--- src/hdl/sitda_pkg.sv ---
// Shared widths and character codes for the signed integer to decimal text block.
// No dependencies; compiled first.
package sitda_pkg;

    localparam int VALUE_W   = 32;
    localparam int CHAR_W    = 8;
    localparam int DIGITS    = 10;
    localparam int BCD_W     = 4 * DIGITS;
    localparam int BIT_CNT_W = $clog2(VALUE_W);
    localparam int DIG_CNT_W = $clog2(DIGITS + 1);

    localparam logic [CHAR_W-1:0] CHAR_MINUS = 8'd45;
    localparam logic [CHAR_W-1:0] CHAR_ZERO  = 8'd48;

    typedef logic signed [VALUE_W-1:0] value_t;
    typedef logic [CHAR_W-1:0]         char_t;
    typedef logic [BCD_W-1:0]          bcd_t;

endpackage

--- src/hdl/sitda_value_if.sv ---
// Request channel carrying one signed integer to convert.
// Depends on sitda_pkg.
interface sitda_value_if;
    logic              valid;
    logic              ready;
    sitda_pkg::value_t value;

    modport source (output valid, output value, input ready);
    modport sink   (input valid, input value, output ready);
endinterface

--- src/hdl/sitda_text_if.sv ---
// Request channel carrying one ASCII character of the decimal text.
// Depends on sitda_pkg.
interface sitda_text_if;
    logic             valid;
    logic             ready;
    sitda_pkg::char_t character;
    logic             last_char;

    modport source (output valid, output character, output last_char, input ready);
    modport sink   (input valid, input character, input last_char, output ready);
endinterface

--- src/hdl/signed_int_to_decimal_ascii.sv ---
// Signed 32-bit integer to decimal ASCII text converter, top level.
// Depends on sitda_pkg, sitda_value_if, sitda_text_if.
//
// One value is taken when value_ch.ready is high; ready stays low until the
// converter has loaded its last character into the output register. The
// magnitude is turned into ten BCD digits by a shift-and-add-3 loop, one bit
// per cycle, then leading zero digits are shifted out one per cycle, with a
// last STRIP step that finds the leading digit, then one character per cycle
// leaves through a registered output while text_ch.ready is high: minus sign
// first for a negative value, digits most significant first, last_char on
// the final digit.
module signed_int_to_decimal_ascii (
    input  logic         clk,
    input  logic         rst_n,
    sitda_value_if.sink  value_ch,
    sitda_text_if.source text_ch
);
    import sitda_pkg::*;

    typedef enum logic [1:0] {
        IDLE,
        CONV,
        STRIP,
        EMIT
    } state_t;

    state_t                  state_reg, state_next;
    logic [VALUE_W-1:0]      mag_reg, mag_next;
    bcd_t                    bcd_reg, bcd_next;
    logic [BIT_CNT_W-1:0]    bit_cnt_reg, bit_cnt_next;
    logic [DIG_CNT_W-1:0]    dig_cnt_reg, dig_cnt_next;
    logic                    sign_reg, sign_next;
    logic                    out_valid_reg, out_valid_next;
    char_t                   out_char_reg, out_char_next;
    logic                    out_last_reg, out_last_next;

    bcd_t                    bcd_adj;
    logic [VALUE_W-1:0]      raw;
    logic                    out_free;

    assign raw      = VALUE_W'(value_ch.value);
    assign out_free = !out_valid_reg || text_ch.ready;

    // add 3 to every digit of 5 or more before the shift
    always_comb
    begin
        for (int d = 0; d < DIGITS; d++)
        begin
            if (bcd_reg[4*d +: 4] >= 4'd5)
                bcd_adj[4*d +: 4] = bcd_reg[4*d +: 4] + 4'd3;
            else
                bcd_adj[4*d +: 4] = bcd_reg[4*d +: 4];
        end
    end

    always_comb
    begin
        state_next     = state_reg;
        mag_next       = mag_reg;
        bcd_next       = bcd_reg;
        bit_cnt_next   = bit_cnt_reg;
        dig_cnt_next   = dig_cnt_reg;
        sign_next      = sign_reg;
        out_valid_next = out_valid_reg && !text_ch.ready;
        out_char_next  = out_char_reg;
        out_last_next  = out_last_reg;

        case (state_reg)
            IDLE:
            begin
                if (value_ch.valid)
                begin
                    sign_next    = raw[VALUE_W-1];
                    mag_next     = raw[VALUE_W-1] ? (VALUE_W'(0) - raw) : raw;
                    bcd_next     = '0;
                    bit_cnt_next = '0;
                    state_next   = CONV;
                end
            end
            CONV:
            begin
                bcd_next     = {bcd_adj[BCD_W-2:0], mag_reg[VALUE_W-1]};
                mag_next     = {mag_reg[VALUE_W-2:0], 1'b0};
                bit_cnt_next = bit_cnt_reg + BIT_CNT_W'(1);
                if (bit_cnt_reg == BIT_CNT_W'(VALUE_W - 1))
                begin
                    dig_cnt_next = DIG_CNT_W'(DIGITS);
                    state_next   = STRIP;
                end
            end
            STRIP:
            begin
                if (bcd_reg[BCD_W-1 -: 4] == 4'd0 && dig_cnt_reg > DIG_CNT_W'(1))
                begin
                    bcd_next     = {bcd_reg[BCD_W-5:0], 4'd0};
                    dig_cnt_next = dig_cnt_reg - DIG_CNT_W'(1);
                end
                else
                    state_next = EMIT;
            end
            EMIT:
            begin
                if (out_free)
                begin
                    out_valid_next = 1'b1;
                    if (sign_reg)
                    begin
                        out_char_next = CHAR_MINUS;
                        out_last_next = 1'b0;
                        sign_next     = 1'b0;
                    end
                    else
                    begin
                        out_char_next = CHAR_ZERO + CHAR_W'(bcd_reg[BCD_W-1 -: 4]);
                        out_last_next = (dig_cnt_reg == DIG_CNT_W'(1));
                        bcd_next      = {bcd_reg[BCD_W-5:0], 4'd0};
                        dig_cnt_next  = dig_cnt_reg - DIG_CNT_W'(1);
                        if (dig_cnt_reg == DIG_CNT_W'(1))
                            state_next = IDLE;
                    end
                end
            end
            default:
                state_next = IDLE;
        endcase
    end

    always_ff @(posedge clk or negedge rst_n)
    begin
        if (!rst_n)
        begin
            state_reg     <= IDLE;
            out_valid_reg <= 1'b0;
            sign_reg      <= 1'b0;
            bit_cnt_reg   <= '0;
            dig_cnt_reg   <= '0;
        end
        else
        begin
            state_reg     <= state_next;
            out_valid_reg <= out_valid_next;
            sign_reg      <= sign_next;
            bit_cnt_reg   <= bit_cnt_next;
            dig_cnt_reg   <= dig_cnt_next;
        end
    end

    always_ff @(posedge clk)
    begin
        mag_reg      <= mag_next;
        bcd_reg      <= bcd_next;
        out_char_reg <= out_char_next;
        out_last_reg <= out_last_next;
    end

    assign value_ch.ready    = (state_reg == IDLE);
    assign text_ch.valid     = out_valid_reg;
    assign text_ch.character = out_char_reg;
    assign text_ch.last_char = out_last_reg;

`ifndef SYNTHESIS
    // accepted request starts conversion
    a_accept_conv: assert property (@(posedge clk) disable iff (!rst_n)
        value_ch.valid && value_ch.ready |=> state_reg == CONV)
        else $error("request accepted but conversion not started");

    // only minus sign or a digit leaves the block
    a_char_code: assert property (@(posedge clk) disable iff (!rst_n)
        text_ch.valid |-> (text_ch.character == CHAR_MINUS ||
            (text_ch.character >= CHAR_ZERO && text_ch.character <= CHAR_ZERO + 8'd9)))
        else $error("character out of range");

    // minus sign is never the final character
    a_minus_not_last: assert property (@(posedge clk) disable iff (!rst_n)
        text_ch.valid && text_ch.character == CHAR_MINUS |-> !text_ch.last_char)
        else $error("minus sign flagged last");

    // digit count stays within the digit buffer while stripping and emitting
    a_dig_cnt: assert property (@(posedge clk) disable iff (!rst_n)
        (state_reg == STRIP || state_reg == EMIT) |->
            (dig_cnt_reg >= DIG_CNT_W'(1) && dig_cnt_reg <= DIG_CNT_W'(DIGITS)))
        else $error("digit count out of range");
`endif

endmodule
--- src/flat_wrapper.sv ---
// flat-port wrapper written by rule: the top's interface ports become plain ports
module signed_int_to_decimal_ascii_flat import sitda_pkg::*;
  (clk, rst_n, value_ch_valid, value_ch_value, value_ch_ready, text_ch_valid, text_ch_character, text_ch_last_char, text_ch_ready);
  sitda_value_if value_ch_i ();
  sitda_text_if text_ch_i ();
  input  logic clk;
  input  logic rst_n;
  input wire logic [$bits(value_ch_i.valid)-1:0] value_ch_valid;
  input wire logic [$bits(value_ch_i.value)-1:0] value_ch_value;
  output wire logic [$bits(value_ch_i.ready)-1:0] value_ch_ready;
  output wire logic [$bits(text_ch_i.valid)-1:0] text_ch_valid;
  output wire logic [$bits(text_ch_i.character)-1:0] text_ch_character;
  output wire logic [$bits(text_ch_i.last_char)-1:0] text_ch_last_char;
  input wire logic [$bits(text_ch_i.ready)-1:0] text_ch_ready;
  assign value_ch_i.valid = value_ch_valid;
  assign value_ch_i.value = value_ch_value;
  assign value_ch_ready = value_ch_i.ready;
  assign text_ch_valid = text_ch_i.valid;
  assign text_ch_character = text_ch_i.character;
  assign text_ch_last_char = text_ch_i.last_char;
  assign text_ch_i.ready = text_ch_ready;
  signed_int_to_decimal_ascii u_core (.clk(clk), .rst_n(rst_n), .value_ch(value_ch_i), .text_ch(text_ch_i));
endmodule
--- config.mk ---
export PLATFORM = sky130hd
export DESIGN_NAME = signed_int_to_decimal_ascii_flat
export DESIGN_NICKNAME = d
export VERILOG_FILES = /design/src/hdl/sitda_pkg.sv /design/src/hdl/sitda_value_if.sv /design/src/hdl/sitda_text_if.sv /design/src/hdl/signed_int_to_decimal_ascii.sv /design/src/flat_wrapper.sv
export SDC_FILE = /design/constraint.sdc
export NUM_CORES = 1
export LEC_CHECK = 0
export ABC_AREA = 1
export BUFFER_PORTS_ARGS = -buffer_cell sky130_fd_sc_hd__buf_2
export CORE_UTILIZATION = 23
export DETAILED_ROUTE_END_ITERATION = 8
export PLACE_DENSITY = 0.44
export SLEW_MARGIN = 30
export SYNTH_ARGS = -nofsm -noshare
export SYNTH_HDL_FRONTEND = slang
export SYNTH_SLANG_ARGS = --single-unit
--- constraint.sdc ---
create_clock -name clk -period 5.3 [get_ports clk]
set_input_delay 1.06 -clock clk [delete_from_list [all_inputs] [get_ports clk]]
set_output_delay 1.06 -clock clk [all_outputs]
set_load 0.02 [all_outputs]
### After elaboration in Yosys (flattened, before gate mapping)

Cells that the tools add are included.

* output and inout port bits: 11
* flip-flop bits (word level): 94
* bits of input ports: 36
* logic and storage cells: 99

* reduce and logical (&&, ||, !) cells: 16
* eq/ne operators: 12
* $lt $le $gt $ge: 11
* add/subtract/negate cells: 14
* muxes and demuxes: 37

Operators by type and width (number)
* two-way mux 40 bit: 4
* case mux 40 bit (4 select lines): 1
* two-way mux 32 bit: 2
* case mux 32 bit (2 select lines): 1
* two-way mux 4 bit: 13
* >= comparator 4 x 3 -> 1 bit (second input constant): 10
* adder 4 x 2 -> 4 bit (second input constant): 9
* subtractor 1 x 32 -> 32 bit (first input constant): 1
* two-way mux 2 bit: 6
* case mux 4 bit (3 select lines): 1
* case mux 5 bit (2 select lines): 1
* inequality test 2 x 1 -> 1 bit (second input constant): 4
* case mux 2 bit (4 select lines): 1
* adder 6 x 4 -> 7 bit (first input constant): 1
* inequality test 2 bit (second input constant): 3
* AND reduction 6 bit: 1
* adder 5 x 1 -> 5 bit (second input constant): 1
* equality test 5 bit (second input constant): 1
* two-way mux 5 bit: 1
* AND reduction 5 bit: 1
* equality test 2 bit (second input constant): 2
* equality test 4 x 1 -> 1 bit (second input constant): 1
* > comparator 4 x 1 -> 1 bit (second input constant): 1
* zero test 4 bit: 1
* 15 further kinds: 22

### Logic depth before layout (Yosys ltp)

* word-level depth: 5
* depth in mapped cells: 11
* mapped depth without buffers: 11

### Worst setup path after synthesis

OpenSTA, ideal clock, no wires.

* path type: input to register
* start: in text_ch_ready
* end: reg u_core.bcd_reg[0] (enable)
* path buffers: 0
* data arrival time: 2983 ps
* setup time: 438 ps
* setup slack: 1879 ps
* required time: 4862 ps
* cell stages on the path: 4
* path through: inv_1 -> nand3_1 -> nand2_1 -> nor2_1

* longest elaborated chain between the ends: 3

Ends and longest elaborated chain
* start, declared: RTL line flat_wrapper.sv:14 `input wire logic [$bits(text_ch_i.ready)-1:0] text_ch_ready;`
* logical OR 1 bit: RTL line signed_int_to_decimal_ascii.sv:42 `assign out_free = !out_valid_reg || text_ch.ready;`
* inequality test 2 x 1 -> 1 bit (no source line)
* AND reduction 4 bit (no source line)
* end signal, assigned: RTL line signed_int_to_decimal_ascii.sv:151 `bcd_reg <= bcd_next;`
* end, declared: RTL line signed_int_to_decimal_ascii.sv:29 `bcd_t bcd_reg, bcd_next;`

No other way between the ends.
A chain may end at the register's enable or synchronous reset.

### Worst setup path in the final report

* start: reg u_core.state_reg[1]
* end: reg u_core.bit_cnt_reg[3]

* longest elaborated chain between the ends: 3
* elaborated cells on any way between the ends: 6
* classes of those cells: eq/ne: 2; mux: 1; reduce/logical: 3

Ends and longest elaborated chain
* start, declared: RTL line signed_int_to_decimal_ascii.sv:27 `state_t state_reg, state_next;`
* start signal, assigned: RTL line signed_int_to_decimal_ascii.sv:140 `state_reg <= state_next;`
* equality test 2 x 1 -> 1 bit or zero test 2 bit (tied branches): RTL line signed_int_to_decimal_ascii.sv:68 `case (state_reg)`
* nonzero test 2 bit (no source line) or inequality test 2 bit (tied branches)
* AND reduction 2 bit (no source line)
* end signal, assigned: RTL line signed_int_to_decimal_ascii.sv:143 `bit_cnt_reg <= bit_cnt_next;`
* end, declared: RTL line signed_int_to_decimal_ascii.sv:30 `logic [BIT_CNT_W-1:0] bit_cnt_reg, bit_cnt_next;`

Several ways; a longest one is shown, not always the timed one.

==> impl_metrics.csv <==
group,metric,value,unit
clock_network,clk_latency,350,ps
power,ir_worst_vdd,0.2547,mV
die,start_util,0.2341,
die,die_area,26270,µm²
global_routing,grt_pass1_wl,22960,µm
global_routing,grt_max_degree,41,
worst_setup_path,cpPeakStageDelay,740,ps
clock_network,cts_max_path_buffers,2,
synthesis,syn_inst,708,
worst_setup_path,critPathRequiredTime,5530,ps
timing,tightest_slew,851.6,ps
timing,rsz0062_at_grt,"false",
synthesis,syn_area_per_cell,8.325,µm²
worst_setup_path,worstSetupPathType,"reg2reg",
layout,drive_gt1_frac,0.1242,
timing,finalCriticalPeriod,3559,ps
global_routing,grt_use_total,0.1093,
power,p_per_area,579.9,nW/µm²
global_routing,gr-total-overflow,0,
synthesis,yosysSeqAreaShare,0.4526,
synthesis,synth_top_flop_cell,"edfxtp_1",
layout,final_common_cell,"nand2_1",
route,wl_met2,5953,µm
worst_setup_path,end_kind,"register",
worst_setup_path,crit_chain,"inv_1 > ha_1 > buf_4 > inv_2 > nor2_4 > inv_2 > nand2_2 > nand4_1 > o22ai_1 > a21oi_1",
timing,layout_setup_ws,1741,ps
route,route.met3.wl,458,µm
synthesis,async_flop_share,0.1429,
timing,finClkSkew,7.567,ps
timing,setup_viol,0,
route,routed.top_layer,"met4",
worst_setup_path,start_kind,"register",
clock_network,post-cts-setup-buffer-count,0,
synthesis,ys_types,38,
die,die_h,162.1,µm
job,drv_cap,0,
route,routed_wl,13790,µm
route,first_pass_iters,5,
timing,period_share,0.6714,
placed_design,place_area,6421,µm²
timing,max_freq,281.0,MHz
die,core,25180,µm²
worst_hold_path,hold_path.class,"reg2reg",
global_routing,grt_antenna_before_repair,0,
clock_network,cts_tree,"yes",
layout,fin_area,6754,µm²
worst_setup_path,worstPathArrival,3790,ps
clock_network,ctsHtreeMaxLevel,3,
synthesis,ys_ff_latch,91,
synthesis,syn_area,5894,µm²
layout,utilization,0.2682,
timing,final_max_slew_viol_count,0,
timing,tns,0,ps
clock_network,post_cts_resized,0,
route,detail-route-antenna-nets,0,
die,num_rows,58,
clock_network,cts_sinks,91,
power,p_leak,2.846,nW
route,drt_iter0_markers,321,
power,power,3.917,mW
worst_setup_path,path_delay_family,"simple AND/OR/NAND/NOR gates",
placed_design,dp_slack,1671,ps
clock_network,numCtsBuffers,9,
route,vias_per_cell,4.370,
layout,diodes,0,
clock_network,hold_buffers,0,
clock_network,clk_pin_slew_worst_paths,60,ps
route,vias,4715,
route,wl_met1,7292,µm
placed_design,port_buffers,43,
timing,timing.final.hold_violations,0,
worst_setup_path,crit_slowest_cell,"nand2_2",
timing,slew_headroom,0.4303,
worst_setup_path,critPathBufInv,4,
layout,nNetsFinal,809,
synthesis,ys.warnings.count,0,
placed_design,dpl.hpwl,9805,µm
placed_design,place_congestion,0.7890,
global_routing,first_global_vias,4568,
run_status,status,"complete, no violations",
worst_setup_path,reg2reg_slack,1740,ps
layout,largest_reg_flops,40,
route,drcViolationCount,0,
worst_setup_path,cp_max_fo,38,
layout,area_growth,14.58,%
die,num_io_pins,47,
route,avgRoutedWirePerCell,12.78,µm
die,die_w,162.1,µm
synthesis,synth_edf_count,78,
layout,final_cell_mix,"nand2_1, nor2_1, inv_1, edfxtp_1, nand3_1",
clock_network,cts-root-buf,"clkbuf_16",
worst_setup_path,crit_top_cell,"inv_2",
-- cell type report --
| cell class | instances | area (µm²) |
|---|---|---|
| fill | 2722 | 18430 |
| multi-input combinational | 507 | 2769 |
| sequential | 91 | 2668 |
| tap | 330 | 412.9 |
| inverter | 89 | 334.1 |
| timing repair buffer | 46 | 237.7 |
| clock buffer | 10 | 229.0 |
| clock inverter | 6 | 103.9 |
-- cell usage after synthesis, drive strengths merged (7+ instances only) --
master	count	area (µm²)
a21oi	35	175.2
buf	16	112.6
dfrtp	13	325.3
edfxtp	78	2342
ha	29	362.9
inv	89	334.1
nand2	152	583.1
nand3	57	285.3
nand4	7	43.79
nor2	102	402.9
o211ai	11	82.58
o21ai	58	297.8
o22ai	8	50.05
o32ai	14	227.7
or2	7	46.30
xor2	10	87.58
-- kinds of logic (layout without fill, tap and decap cells) --
logic type / count (synthesis) / count (layout) / share of synthesized area
other: 2 / 3 / 0.001274
AOI/OAI and AO/OA: 134 / 134 / 0.1514
xor gates and xnor gates: 11 / 11 / 0.01634
DFF: 91 / 91 / 0.4526
adders and majority gates: 29 / 29 / 0.06156
buffers and inverters: 111 / 151 / 0.07960
and+or+nand+nor: 330 / 330 / 0.2373
-- final timing paths --
| path | from | endpoint | cells past startpoint |
|---|---|---|---|
| worst max-delay path | u_core.state_reg[1] | u_core.bit_cnt_reg[3] | 10 |
| max in group asynchronous | rst_n | u_core.bit_cnt_reg[1] | 1 |
| min in group asynchronous | rst_n | u_core.bit_cnt_reg[2] | 1 |
| worst min register to register | u_core.bit_cnt_reg[0] | u_core.bit_cnt_reg[0] | 1 |
| worst min-delay path | u_core.bit_cnt_reg[0] | u_core.bit_cnt_reg[0] | 1 |
| worst max register to register | u_core.state_reg[1] | u_core.bit_cnt_reg[3] | 10 |
-- per-layer routing --
metal	track usage	vias to the layer above
met1	0.1558	2176
met4	0.01844	0
met3	0.02783	9
met5	0	-
li1	-	2457
met2	0.1670	73
-- stage by stage --
stage	instances	hold slack [ps]
final	1079	506.1
after global routing	1079	516.6
after CTS	1079	507.4
after detailed placement	1063	499.2
after global placement	1063	491.9
after floorplan	709	468.4
-- where the power goes --
group          internal, mW  switching, mW  total, mW
registers              1.31          0.196       1.51
clock network         0.458          0.276      0.734
logic                 0.524           1.15       1.67
total                  2.29           1.62       3.92
Note: power is estimated with default switching activity, not from simulation.
